$ cat src/sv/hbd_pkg.sv
// ============================================================================
// hbd_pkg
// Shared types, codes and helpers of the HTTP chunked body decoder.
// ============================================================================
package hbd_pkg;

    // Decoder phase, one-hot.
    typedef enum logic [4:0] {
        PH_SIZE  = 5'b00001,
        PH_LF    = 5'b00010,
        PH_DATA  = 5'b00100,
        PH_TRAIL = 5'b01000,
        PH_DONE  = 5'b10000
    } phase_t;

    localparam logic [7:0] CHAR_CR    = 8'h0D;
    localparam logic [7:0] CHAR_ZERO  = 8'h30;
    localparam logic [7:0] CHAR_LOW_A = 8'h61;
    localparam logic [7:0] CHAR_UP_A  = 8'h41;
    localparam logic [7:0] HEX_TEN    = 8'd10;
    localparam logic [1:0] TRAIL_SKIP = 2'd2;

    // One result item as it travels through the queue.
    typedef struct packed {
        logic [7:0] out_byte;
        logic       body_end;
    } item_t;

    // Front to queue: one optional item per accepted byte.
    typedef struct packed {
        logic  valid;
        item_t item;
    } push_t;

    // Queue to back: the oldest queued item.
    typedef struct packed {
        logic  valid;
        item_t item;
    } head_t;

    // Returns {is_hex, digit value}.
    function automatic logic [4:0] hex_digit(input logic [7:0] c);
        logic [7:0] diff;
        logic [4:0] res;
        diff = 8'h00;
        res  = 5'b0_0000;
        case (c) inside
            [8'h30:8'h39]:
            begin
                diff = c - CHAR_ZERO;
                res  = {1'b1, diff[3:0]};
            end
            [8'h61:8'h66]:
            begin
                diff = c - CHAR_LOW_A + HEX_TEN;
                res  = {1'b1, diff[3:0]};
            end
            [8'h41:8'h46]:
            begin
                diff = c - CHAR_UP_A + HEX_TEN;
                res  = {1'b1, diff[3:0]};
            end
            default:
            begin
                res = 5'b0_0000;
            end
        endcase
        return res;
    endfunction

endpackage

$ cat src/sv/hbd_ifs.sv
// ============================================================================
// hbd_ifs
// Valid/ready channel interfaces of the HTTP chunked body decoder.
// ============================================================================
interface hbd_in_if;
    logic       valid;
    logic       ready;
    logic [7:0] data_byte;
    logic       end_of_stream;

    modport source (output valid, output data_byte, output end_of_stream, input ready);
    modport sink   (input valid, input data_byte, input end_of_stream, output ready);
endinterface

interface hbd_out_if;
    logic       valid;
    logic       ready;
    logic [7:0] out_byte;
    logic       body_end;

    modport source (output valid, output out_byte, output body_end, input ready);
    modport sink   (input valid, input out_byte, input body_end, output ready);
endinterface

interface hbd_cfg_if;
    logic valid;
    logic ready;
    logic chunked_mode;

    modport source (output valid, output chunked_mode, input ready);
    modport sink   (input valid, input chunked_mode, output ready);
endinterface

$ cat src/sv/hbd_front.sv
// ============================================================================
// hbd_front
// Accepts body bytes, tracks the chunk framing and classifies each byte
// as a payload byte, an end marker or framing to be dropped.
// ============================================================================
module hbd_front #(
    parameter int SIZE_BITS = 32
) (
    input  logic            clk,
    input  logic            rst_n,
    hbd_in_if.sink          body,
    input  logic            chunked_mode,
    input  logic            queue_full,
    output hbd_pkg::push_t  push
);

    hbd_pkg::phase_t        phase_reg, phase_next;
    logic [SIZE_BITS-1:0]   count_reg, count_next;
    logic                   closed_reg, closed_next;
    logic [1:0]             skip_reg, skip_next;
    logic                   accept;
    logic [4:0]             hex;
    logic [SIZE_BITS-1:0]   count_dec;
    logic [1:0]             skip_dec;

    assign body.ready = !queue_full;
    assign accept     = body.valid && body.ready;
    assign hex        = hbd_pkg::hex_digit(body.data_byte);
    assign count_dec  = count_reg - {{(SIZE_BITS-1){1'b0}}, 1'b1};
    assign skip_dec   = skip_reg - 2'd1;

    always_comb
    begin
        phase_next  = phase_reg;
        count_next  = count_reg;
        closed_next = closed_reg;
        skip_next   = skip_reg;
        push        = '0;

        if (!chunked_mode)
        begin
            push.valid         = 1'b1;
            push.item.out_byte = body.data_byte;
            push.item.body_end = body.end_of_stream;
        end
        else
        begin
            case (phase_reg)
                hbd_pkg::PH_SIZE:
                begin
                    if (body.data_byte == hbd_pkg::CHAR_CR)
                    begin
                        if (count_reg == '0)
                        begin
                            push.valid         = 1'b1;
                            push.item.body_end = 1'b1;
                            phase_next         = hbd_pkg::PH_DONE;
                        end
                        else
                        begin
                            phase_next = hbd_pkg::PH_LF;
                        end
                    end
                    else if (closed_reg || !hex[4])
                    begin
                        closed_next = 1'b1;
                    end
                    else if (count_reg[SIZE_BITS-1 -: 4] != 4'h0)
                    begin
                        // One more digit would overflow, so the size saturates.
                        count_next = '1;
                    end
                    else
                    begin
                        count_next = {count_reg[SIZE_BITS-5:0], hex[3:0]};
                    end
                end
                hbd_pkg::PH_LF:
                begin
                    phase_next  = hbd_pkg::PH_DATA;
                    closed_next = 1'b0;
                end
                hbd_pkg::PH_DATA:
                begin
                    push.valid         = 1'b1;
                    push.item.out_byte = body.data_byte;
                    count_next         = count_dec;
                    if (count_dec == '0)
                    begin
                        phase_next = hbd_pkg::PH_TRAIL;
                        skip_next  = hbd_pkg::TRAIL_SKIP;
                    end
                end
                hbd_pkg::PH_TRAIL:
                begin
                    skip_next = skip_dec;
                    if (skip_dec == 2'd0)
                    begin
                        phase_next  = hbd_pkg::PH_SIZE;
                        count_next  = '0;
                        closed_next = 1'b0;
                    end
                end
                hbd_pkg::PH_DONE:
                begin
                    phase_next = hbd_pkg::PH_DONE;
                end
                default:
                begin
                    phase_next = hbd_pkg::PH_SIZE;
                end
            endcase
        end

        if (body.end_of_stream)
        begin
            phase_next  = hbd_pkg::PH_SIZE;
            count_next  = '0;
            closed_next = 1'b0;
            skip_next   = 2'd0;
        end

        // Nothing is pushed and nothing moves without a transfer.
        if (!accept)
        begin
            push.valid  = 1'b0;
            phase_next  = phase_reg;
            count_next  = count_reg;
            closed_next = closed_reg;
            skip_next   = skip_reg;
        end
    end

    always_ff @(posedge clk or negedge rst_n)
    begin
        if (!rst_n)
        begin
            phase_reg  <= hbd_pkg::PH_SIZE;
            count_reg  <= '0;
            closed_reg <= 1'b0;
            skip_reg   <= 2'd0;
        end
        else
        begin
            phase_reg  <= phase_next;
            count_reg  <= count_next;
            closed_reg <= closed_next;
            skip_reg   <= skip_next;
        end
    end

endmodule

$ cat src/sv/hbd_fifo.sv
// ============================================================================
// hbd_fifo
// Short queue of result items between the front and the back.
// ============================================================================
module hbd_fifo #(
    parameter int DEPTH = 4
) (
    input  logic            clk,
    input  logic            rst_n,
    input  hbd_pkg::push_t  push,
    input  logic            pop,
    output hbd_pkg::head_t  head,
    output logic            full
);

    localparam int PTR_W = (DEPTH > 1) ? $clog2(DEPTH) : 1;
    localparam int CNT_W = $clog2(DEPTH + 1);

    hbd_pkg::item_t     mem_reg [DEPTH];
    logic [PTR_W-1:0]   wptr_reg, wptr_next;
    logic [PTR_W-1:0]   rptr_reg, rptr_next;
    logic [CNT_W-1:0]   cnt_reg, cnt_next;
    logic               do_push;
    logic               do_pop;

    assign full      = (cnt_reg == CNT_W'(DEPTH));
    assign head.valid = (cnt_reg != '0);
    assign head.item  = mem_reg[rptr_reg];
    assign do_push   = push.valid && !full;
    assign do_pop    = pop && head.valid;

    always_comb
    begin
        wptr_next = wptr_reg;
        rptr_next = rptr_reg;
        cnt_next  = cnt_reg;
        if (do_push)
        begin
            wptr_next = (wptr_reg == PTR_W'(DEPTH - 1)) ? '0 : wptr_reg + PTR_W'(1);
        end
        if (do_pop)
        begin
            rptr_next = (rptr_reg == PTR_W'(DEPTH - 1)) ? '0 : rptr_reg + PTR_W'(1);
        end
        if (do_push && !do_pop)
        begin
            cnt_next = cnt_reg + CNT_W'(1);
        end
        else if (do_pop && !do_push)
        begin
            cnt_next = cnt_reg - CNT_W'(1);
        end
    end

    always_ff @(posedge clk)
    begin
        if (do_push)
        begin
            mem_reg[wptr_reg] <= push.item;
        end
    end

    always_ff @(posedge clk or negedge rst_n)
    begin
        if (!rst_n)
        begin
            wptr_reg <= '0;
            rptr_reg <= '0;
            cnt_reg  <= '0;
        end
        else
        begin
            wptr_reg <= wptr_next;
            rptr_reg <= rptr_next;
            cnt_reg  <= cnt_next;
        end
    end

endmodule

$ cat src/sv/hbd_back.sv
// ============================================================================
// hbd_back
// Moves queued result items into the output register and presents them
// on the result channel.
// ============================================================================
module hbd_back (
    input  logic            clk,
    input  logic            rst_n,
    input  hbd_pkg::head_t  head,
    output logic            pop,
    hbd_out_if.source       decoded
);

    logic            valid_reg, valid_next;
    hbd_pkg::item_t  item_reg;

    // The register is refilled whenever an item is queued and the register is empty or being emptied.
    assign pop = head.valid && (!valid_reg || decoded.ready);

    always_comb
    begin
        valid_next = valid_reg;
        if (pop)
        begin
            valid_next = 1'b1;
        end
        else if (decoded.ready)
        begin
            valid_next = 1'b0;
        end
    end

    always_ff @(posedge clk)
    begin
        if (pop)
        begin
            item_reg <= head.item;
        end
    end

    always_ff @(posedge clk or negedge rst_n)
    begin
        if (!rst_n)
        begin
            valid_reg <= 1'b0;
        end
        else
        begin
            valid_reg <= valid_next;
        end
    end

    assign decoded.valid    = valid_reg;
    assign decoded.out_byte = item_reg.out_byte;
    assign decoded.body_end = item_reg.body_end;

endmodule

$ cat src/sv/http_chunked_body_decoder.sv
// ============================================================================
// http_chunked_body_decoder
// Strips HTTP chunked transfer framing from a body byte stream, or passes
// every byte through when chunked mode is off.
// ============================================================================
//
//  Channel   Direction  Carries                      Transfer when
//  --------  ---------  ---------------------------  -------------------
//  body      in         data_byte, end_of_stream     valid && ready
//  decoded   out        out_byte, body_end           valid && ready
//  cfg       in         chunked_mode                 valid && ready
//
//  One body byte is taken every cycle while the queue is not full; the
//  size line parser does one shift-add or count step per byte.
//  A result passes through the queue and then the output register
//  before it appears on decoded.
//  body.ready drops only while the FIFO_DEPTH entry queue is full.
//  cfg.ready is always high. Reset sets chunked mode and the size line phase.
//
module http_chunked_body_decoder #(
    parameter int SIZE_BITS  = 32,
    parameter int FIFO_DEPTH = 4
) (
    input  logic        clk,
    input  logic        rst_n,
    hbd_in_if.sink      body,
    hbd_out_if.source   decoded,
    hbd_cfg_if.sink     cfg
);

    logic             mode_reg, mode_next;
    hbd_pkg::push_t   push;
    hbd_pkg::head_t   head;
    logic             queue_full;
    logic             pop;

    assign cfg.ready = 1'b1;
    assign mode_next = (cfg.valid && cfg.ready) ? cfg.chunked_mode : mode_reg;

    always_ff @(posedge clk or negedge rst_n)
    begin
        if (!rst_n)
        begin
            mode_reg <= 1'b1;
        end
        else
        begin
            mode_reg <= mode_next;
        end
    end

    hbd_front #(
        .SIZE_BITS (SIZE_BITS)
    ) u_front (
        .clk          (clk),
        .rst_n        (rst_n),
        .body         (body),
        .chunked_mode (mode_reg),
        .queue_full   (queue_full),
        .push         (push)
    );

    hbd_fifo #(
        .DEPTH (FIFO_DEPTH)
    ) u_fifo (
        .clk   (clk),
        .rst_n (rst_n),
        .push  (push),
        .pop   (pop),
        .head  (head),
        .full  (queue_full)
    );

    hbd_back u_back (
        .clk     (clk),
        .rst_n   (rst_n),
        .head    (head),
        .pop     (pop),
        .decoded (decoded)
    );

    // The front never offers an item the queue cannot hold.
    a_no_push_when_full: assert property (@(posedge clk) disable iff (!rst_n)
        push.valid |-> !queue_full)
        else $error("item pushed into a full queue");

    // In pass-through mode every accepted byte yields one item.
    a_pass_through_push: assert property (@(posedge clk) disable iff (!rst_n)
        (body.valid && body.ready && !mode_reg) |-> push.valid)
        else $error("pass-through byte produced no item");

    // The back only takes items that are present.
    a_pop_nonempty: assert property (@(posedge clk) disable iff (!rst_n)
        pop |-> head.valid)
        else $error("pop from an empty queue");

    // A popped item is on the output in the next cycle.
    a_pop_shows: assert property (@(posedge clk) disable iff (!rst_n)
        pop |=> decoded.valid)
        else $error("popped item did not reach the output");

endmodule

$ cat src/flat_wrapper.sv
// flat-port wrapper written by rule: the top's interface ports become plain ports
module http_chunked_body_decoder_flat 
#(
    parameter int SIZE_BITS  = 32,
    parameter int FIFO_DEPTH = 4
)
  (clk, rst_n, body_valid, body_data_byte, body_end_of_stream, body_ready, decoded_valid, decoded_out_byte, decoded_body_end, decoded_ready, cfg_valid, cfg_chunked_mode, cfg_ready);
  hbd_in_if body_i ();
  hbd_out_if decoded_i ();
  hbd_cfg_if cfg_i ();
  input  logic clk;
  input  logic rst_n;
  input wire logic [$bits(body_i.valid)-1:0] body_valid;
  input wire logic [$bits(body_i.data_byte)-1:0] body_data_byte;
  input wire logic [$bits(body_i.end_of_stream)-1:0] body_end_of_stream;
  output wire logic [$bits(body_i.ready)-1:0] body_ready;
  output wire logic [$bits(decoded_i.valid)-1:0] decoded_valid;
  output wire logic [$bits(decoded_i.out_byte)-1:0] decoded_out_byte;
  output wire logic [$bits(decoded_i.body_end)-1:0] decoded_body_end;
  input wire logic [$bits(decoded_i.ready)-1:0] decoded_ready;
  input wire logic [$bits(cfg_i.valid)-1:0] cfg_valid;
  input wire logic [$bits(cfg_i.chunked_mode)-1:0] cfg_chunked_mode;
  output wire logic [$bits(cfg_i.ready)-1:0] cfg_ready;
  assign body_i.valid = body_valid;
  assign body_i.data_byte = body_data_byte;
  assign body_i.end_of_stream = body_end_of_stream;
  assign body_ready = body_i.ready;
  assign decoded_valid = decoded_i.valid;
  assign decoded_out_byte = decoded_i.out_byte;
  assign decoded_body_end = decoded_i.body_end;
  assign decoded_i.ready = decoded_ready;
  assign cfg_i.valid = cfg_valid;
  assign cfg_i.chunked_mode = cfg_chunked_mode;
  assign cfg_ready = cfg_i.ready;
  http_chunked_body_decoder #(.SIZE_BITS(SIZE_BITS), .FIFO_DEPTH(FIFO_DEPTH)) u_core (.clk(clk), .rst_n(rst_n), .body(body_i), .decoded(decoded_i), .cfg(cfg_i));
endmodule
$ cat config.mk
export PLATFORM = sky130hd
export DESIGN_NAME = http_chunked_body_decoder_flat
export DESIGN_NICKNAME = d
export VERILOG_FILES = /design/src/sv/hbd_pkg.sv /design/src/sv/hbd_ifs.sv /design/src/sv/hbd_front.sv /design/src/sv/hbd_fifo.sv /design/src/sv/hbd_back.sv /design/src/sv/http_chunked_body_decoder.sv /design/src/flat_wrapper.sv
export SDC_FILE = /design/constraint.sdc
export NUM_CORES = 1
export LEC_CHECK = 0
export CAP_MARGIN = 20
export CORE_ASPECT_RATIO = 1.1
export CORE_MARGIN = 1
export CORE_UTILIZATION = 30
export DETAILED_ROUTE_END_ITERATION = 16
export DONT_BUFFER_PORTS = 1
export MAX_ROUTING_LAYER = met4
export PLACE_DENSITY = 0.41
export RECOVER_POWER = 50
export SYNTH_ARGS = -nofsm -noshare
export SYNTH_HDL_FRONTEND = slang
export SYNTH_SLANG_ARGS = --single-unit
$ cat constraint.sdc
create_clock -name clk -period 3.2 [get_ports clk]
set_input_delay 0.48 -clock clk [delete_from_list [all_inputs] [get_ports clk]]
set_output_delay 0.48 -clock clk [all_outputs]
set_load 0.1 [all_outputs]
# Yosys cells after proc, flatten, opt, wreduce, memory -nomap -nowiden
# Memories as Yosys holds them, arrays and structs flattened. A register that Yosys moved wholly into a read port is not among the register bits.
# Index checks and enable logic that the tools add are counted.
word_totals:
  regBits: 49
  mem_bits_rw: 36
  input_bits: 15
  output_inout_bits: 12
  word_cells: 115
  mem_count: 1
memory_table:
  columns: ["memory", "depth", "width", "rd", "rd_clocked_by_memory_dff", "write_ports", "line", "rtl"]
  rows:
  - ["u_core.u_fifo.mem_reg", 4, 9, 1, 1, 1, "hbd_fifo.sv:19", "hbd_pkg::item_t mem_reg [DEPTH];"]
op_classes:
  add_sub_neg: 11
  n_lt_le_gt_ge: 6
  eq_ne: 15
  muxes: 42
  reduce_logical: 31
ops:
  columns: ["operator", "count"]
  rows:
  - ["32-bit 2-to-1 mux", 6]
  - ["32-bit one-hot mux with 3 select lines", 1]
  - ["32-bit logical NOT", 2]
  - ["5-bit 2-to-1 mux", 9]
  - ["32-bit by 1-bit subtractor with 32-bit output (second input constant)", 1]
  - ["5-bit one-hot mux with 5 select lines", 1]
  - ["3-bit != test (second input constant)", 6]
  - ["8-bit by 7-bit >= comparator with 1-bit output (second input constant)", 2]
  - ["8-bit by 7-bit less-or-equal comparator with 1-bit output (second input constant)", 2]
  - ["1-bit 2-to-1 mux", 13]
  - ["6-bit AND reduction", 2]
  - ["4-bit nonzero test", 3]
  - ["4-bit by 1-bit subtractor with 4-bit output (second input constant)", 3]
  - ["10-bit 2-to-1 mux", 1]
  - ["2-bit 2-to-1 mux", 5]
  - ["1-bit logical AND", 9]
  - ["4-bit adder (second input constant)", 2]
  - ["8-bit by 4-bit equality test with 1-bit output (second input constant)", 1]
  - ["8-bit by 6-bit >= comparator with 1-bit output (second input constant)", 1]
  - ["8-bit by 6-bit less-or-equal comparator with 1-bit output (second input constant)", 1]
  - ["8-bit 2-to-1 mux", 1]
  - ["3-bit 2-to-1 mux", 2]
  - ["2-bit nonzero test", 3]
  - ["3-bit nonzero test", 2]
  - ["19 further kinds", 26]

# Logic depth before layout (Yosys ltp)
depth:
  ltp_word: 12
  depth_mapped: 14
  mapped_depth_nobuf: 13

# Modules after synthesis
# Synthesis repeated with hierarchy kept, for this count alone.
unflattened:
  cells_unflattened: 585
  area_unflattened_um2: 5705.5
modules_own_cells:
  columns: ["module", "n_inst", "cells_per_inst", "area_per_inst_um2", "seq_area_each_um2"]
  rows:
  - ["hbd_front", 1, 484, 3560.9, 1002.2]
  - ["hbd_fifo", 1, 84, 1778.0, 1256.2]
  - ["hbd_back", 1, 13, 314.1, 295.3]
  - ["http_chunked_body_decoder", 1, 4, 52.6, 26.3]

# Worst setup path after synthesis
# No wires, ideal clock.
synth_path:
  path_kind: "reg2reg"
  from: "reg u_core.u_front.count_reg[21]"
  to: "reg u_core.u_fifo.cnt_reg[2]"
  setup_ps: 79
  arrival_ps: 3309
  required_time_ps: 3121
  path_slack_ps: -188
  path_stages_with_launch: 15
  n_path_buf: 1
  synth_period_minus_slack_ps: 3388
  cell_sequence: "dfrtp_1 buf_6 or4_4 or3_4 nor4_1 and4_1 nand2_1 nor2_1 o211a_4 ha_1 inv_1 fa_1 xor2_1 nor2_1 xor2_1"
synth_via:
  elab_chain_len: 10
  word_cells_on_any_way: 12
  cone_classes: "6 x mux; 6 x reduce/logical"
synth_lines:
  columns: ["item", "line", "rtl"]
  rows:
  - ["start: declaration", "hbd_front.sv:18", "logic [SIZE_BITS-1:0] count_reg, count_next;"]
  - ["start signal: assignment", "hbd_front.sv:146", "count_reg <= count_next;"]
  - ["32-bit logical NOT (*)", "hbd_front.sv:53", "if (count_reg == '0)"]
  - ["1-bit 2-to-1 mux (*)", "hbd_front.sv:53", null]
  - ["1-bit 2-to-1 mux (*)", "hbd_front.sv:51", "if (body.data_byte == hbd_pkg::CHAR_CR)"]
  - ["1-bit one-hot mux with 2 select lines (*)", "hbd_front.sv:48", "case (phase_reg)"]
  - ["10-bit 2-to-1 mux (*)", "hbd_front.sv:40", "if (!chunked_mode)"]
  - ["1-bit 2-to-1 mux (*)", "hbd_front.sv:124", "if (!accept)"]
  - ["1-bit logical AND (*)", "hbd_fifo.sv:29", "assign do_push = push.valid && !full;"]
  - ["via u_core.u_fifo.do_push", "hbd_fifo.sv:23", "logic do_push;"]
  - ["1-bit logical NOT", "hbd_fifo.sv:49", "else if (do_pop && !do_push)"]
  - ["1-bit logical AND", "hbd_fifo.sv:49", null]
  - ["2-bit nonzero test (no source line)", null, null]
  - ["end signal: assignment", "hbd_fifo.sv:75", "cnt_reg <= cnt_next;"]
  - ["end: declaration", "hbd_fifo.sv:22", "logic [CNT_W-1:0] cnt_reg, cnt_next;"]
# The timed path passes the listed nets; every way through them passes the cells marked *.
# A chain may end at the register's enable or synchronous reset.

# Final worst setup path
layout_path:
  from: "reg u_core.u_front.count_reg[24]"
  to: "reg u_core.u_fifo.cnt_reg[2]"
# Same word-level chain as after synthesis.

==> metrics.yaml <==
synth:
  ys_ff_latch: 94
  synth-edff-count: 45
  synth_area_mm2: 0.005507
  synth_ff_type: "dfrtp_1"
  syn_nets: 579
  async_flop_share_pct: 52.13
  ys_warn_count: 0
  synth.avg_cell_area_um2: 10.01
  synthCells: 550
  ys_seq_area_share_pct: 46.85
  ys_types: 73
final_layout:
  final_core_util_pct: 36.31
  diodes: 0
  regArea_mm2: 0.002580
  nets: 614
  drive_gt1_share_pct: 20.85
  multi_input_area_mm2: 0.002753
  fillCellCount: 1791
  largest_register_ffs: 36
  syn_to_final_growth_pct: 17.41
  design_area_mm2: 0.006465
route:
  vias: 4513
  drtPass1Iterations: 4
  vias_per_cell: 5.450
  finalWirelength_um: 16490
  drtIter0Drc: 318
  drc_errors: 0
  wl_per_cell_um: 19.92
  drtAntennaViolNets: 0
critical_path:
  critPathCaptureType: "flop"
  worst_setup_path_start_kind: "flop"
  slowest_delay_ns: 0.54
  worstSetupPathType: "reg -> reg"
  cpMostUsedCell: "xor2_1"
  crit_arrival_ns: 3.36
  worstPathCellList: "or4_4, or3_4, nor4_4, and4_4, nand2_4, nor2_4, o211a_4, ha_4, inv_2, fa_2, xor2_1, nor2_1, xor2_1"
  required_ns: 3.47
  slowest_stage: "or4_4"
  crit_path_max_fanout: 2
floorplanning:
  die_area_mm2: 0.01890
  core_mm2: 0.01780
  rows: 51
  boundaryPins: 27
  die_y_um: 144.1
  die_x_um: 131.2
  initial_utilization_pct: 30.93
grt:
  grt_max_degree: 50
  grt.met3_usage_pct: 3.575
  grt_antenna_before_repair: 0
  grt_pass1_vias: 4753
  grt_overflow: 0
  grt_pass1_wl_um: 26680
  top_usage_layer: "met2"
  grt_usage_pct: 19.03
  grt_util_met1_pct: 21.60
  grt_util_met2_pct: 33.26
clock_tree:
  cts_tree: "done"
  root_buffer: "clkbuf_16"
  cts_buffer_depth: 2
  clk_latency_ns: 0.35
  cts_buffers: 9
  htreeDepth: 3
  cts_sinks: 94
  clkTransAtPathRegs_ns: 0.07
timing:
  rsz0062_at_grt: "yes"
  period_needed_ns: 3.090
  setup_viol: 0
  max_freq_ghz: 0.3236
  timing.hold.ws_ns: 0.2255
  clock_skew_ns: 0.006267
  final_max_slew_viol_count: 0
  worst_pin_slew_ns: 1.374
  fin_crit_sh_pct: 96.57
  maxSlewHeadroom_pct: 8.419
  hold_viol_final: 0
placed_design:
  gp_congestion: 0.8718
  io_buffers: 0
  dpl_cell_area_mm2: 0.006126
  dp_hpwl_um: 11520
power:
  ir_drop_mv: 0.3080
  power.density_mw_per_mm2: 899.8
  p_leak_uw: 0.002411
outcome:
  outcome: "completed"
min_path:
  hp-class: "in -> reg"
job:
  maxCapViolCount: 0
[critical path: cells and delay by family (launching register included)]
family | cells | cell delay, ns
fa+ha+maj | 2 | 0.45
buf+inv | 1 | 0.03
compound gates | 1 | 0.19
xor+xnor | 2 | 0.31
flops | 1 | 0.38
simple gates | 7 | 1.64
[timing repair]
action                                  in CTS  in global routing
endpoints found under the setup margin       2                  6
buffers inserted                             0                  0
resized for setup                            4                  5
cloned                                       0                  0
pin swaps                                    6                  3
hold endpoints to repair                    49                  0
hold buffers                                 2                  0
[logic make-up after synthesis]
kind of cell	count (synthesis)	synth area share (%)
and+or+nand+nor	202	19.97
muxes	16	5.112
adders and majority gates	14	3.318
DFF	94	46.85
xor gates and xnor gates	11	1.750
other	1	0.06810
buffers and inverters	54	4.272
AOI/OAI and AO/OA	158	18.66
[layout make-up]
class / instances / share of cell area, %
clock inverter: 7 / 1.084
timing repair buffer: 60 / 7.296
tap: 238 / 4.606
inverter: 18 / 1.045
multi-input combinational: 402 / 42.58
sequential: 94 / 39.91
clock buffer: 9 / 3.484
[per-layer routing]
layer  vias up  share of wire [%]
met2       111                 50
li1       2149                  -
met4         0                2.4
met3        25                4.1
met1      2228                 43
met5         -                  0
[through the flow]
step	setup TNS [ns]	worst slack, ns	std cells	total power [uW]
detailed placement	-0.1276	-0.1053	810	4725
global route	-0.06103	-0.06103	828	6206
finish	0	0.1098	828	5817
global placement	-0.05974	-0.05974	810	4707
floorplan	0	0.0006450	550	3909
CTS	0	0.006527	828	5867
[synthesized netlist by cell type (7+ instances only)]
cell type	instances	area, um^2
nor2_1	61	229.0
nand3_1	7	35.03
nand2_1	35	131.4
a21oi_1	44	220.2
o21ai_0	39	195.2
dfrtp_1	47	1176
a22o_1	9	78.83
and2_1	13	81.33
nor3_1	15	75.07
o22ai_1	11	68.82
or4_1	9	67.56
nor4_1	12	75.07
or3_1	9	56.30
inv_1	18	67.56
ha_1	13	162.7
mux4_2	9	202.7
clkbuf_1	25	93.84
edfxtp_1	45	1351
[layout by cell type, fill, tap and decap left out, types with 5 or more instances in the layout]
master,netlist,layout
nor2_1,61,60
ha_1,13,11
and2_1,13,12
o22a_1,6,6
nor3_1,15,15
o211ai_1,6,6
buf_4,1,55
or4_1,9,9
mux2_2,6,6
or2_2,5,5
xor2_1,6,6
a22o_1,9,9
dfrtp_1,47,47
or3_1,9,9
mux4_2,9,9
nand4_1,6,6
inv_1,18,17
edfxtp_1,45,45
nand3_1,7,7
xnor2_1,5,5
o31ai_1,6,5
o21ai_0,39,39
o221ai_1,5,5
o22ai_1,11,11
nor4_1,12,11
nand2_1,35,34
a21oi_1,44,43
a31oi_1,5,5
clkbuf_16,0,9
[worst paths after layout]
path,start,endpoint,slack [ns],cells after the start
worst max-delay path,u_core.u_front.count_reg[24]$_DFFE_PN0P_,u_core.u_fifo.cnt_reg[2]$_DFFE_PN0P_,0.11,13
min in group asynchronous,rst_n,u_core.u_front.phase_reg[2]$_DFFE_PN0P_,0.98,2
worst max register to register,u_core.u_front.count_reg[24]$_DFFE_PN0P_,u_core.u_fifo.cnt_reg[2]$_DFFE_PN0P_,0.11,13
worst min register to register,u_core.u_fifo.cnt_reg[2]$_DFFE_PN0P_,u_core.u_fifo.cnt_reg[2]$_DFFE_PN0P_,0.50,1
worst min-delay path,decoded_ready,u_core.u_back.decoded.valid$_DFFE_PN0P_,0.23,1
max in group asynchronous,rst_n,u_core.u_front.count_reg[15]$_DFFE_PN0P_,1.38,2
[report_power, final]
| part | leakage, uW | internal (uW) | switching [uW] |
|---|---|---|---|
| combinational | 0.00126 | 968 | 1240 |
| clock | 0.000144 | 554 | 523 |
| sequential | 0.00101 | 1700 | 834 |
| total | 0.00241 | 3220 | 2600 |
Power figures use the tool's default switching activity.
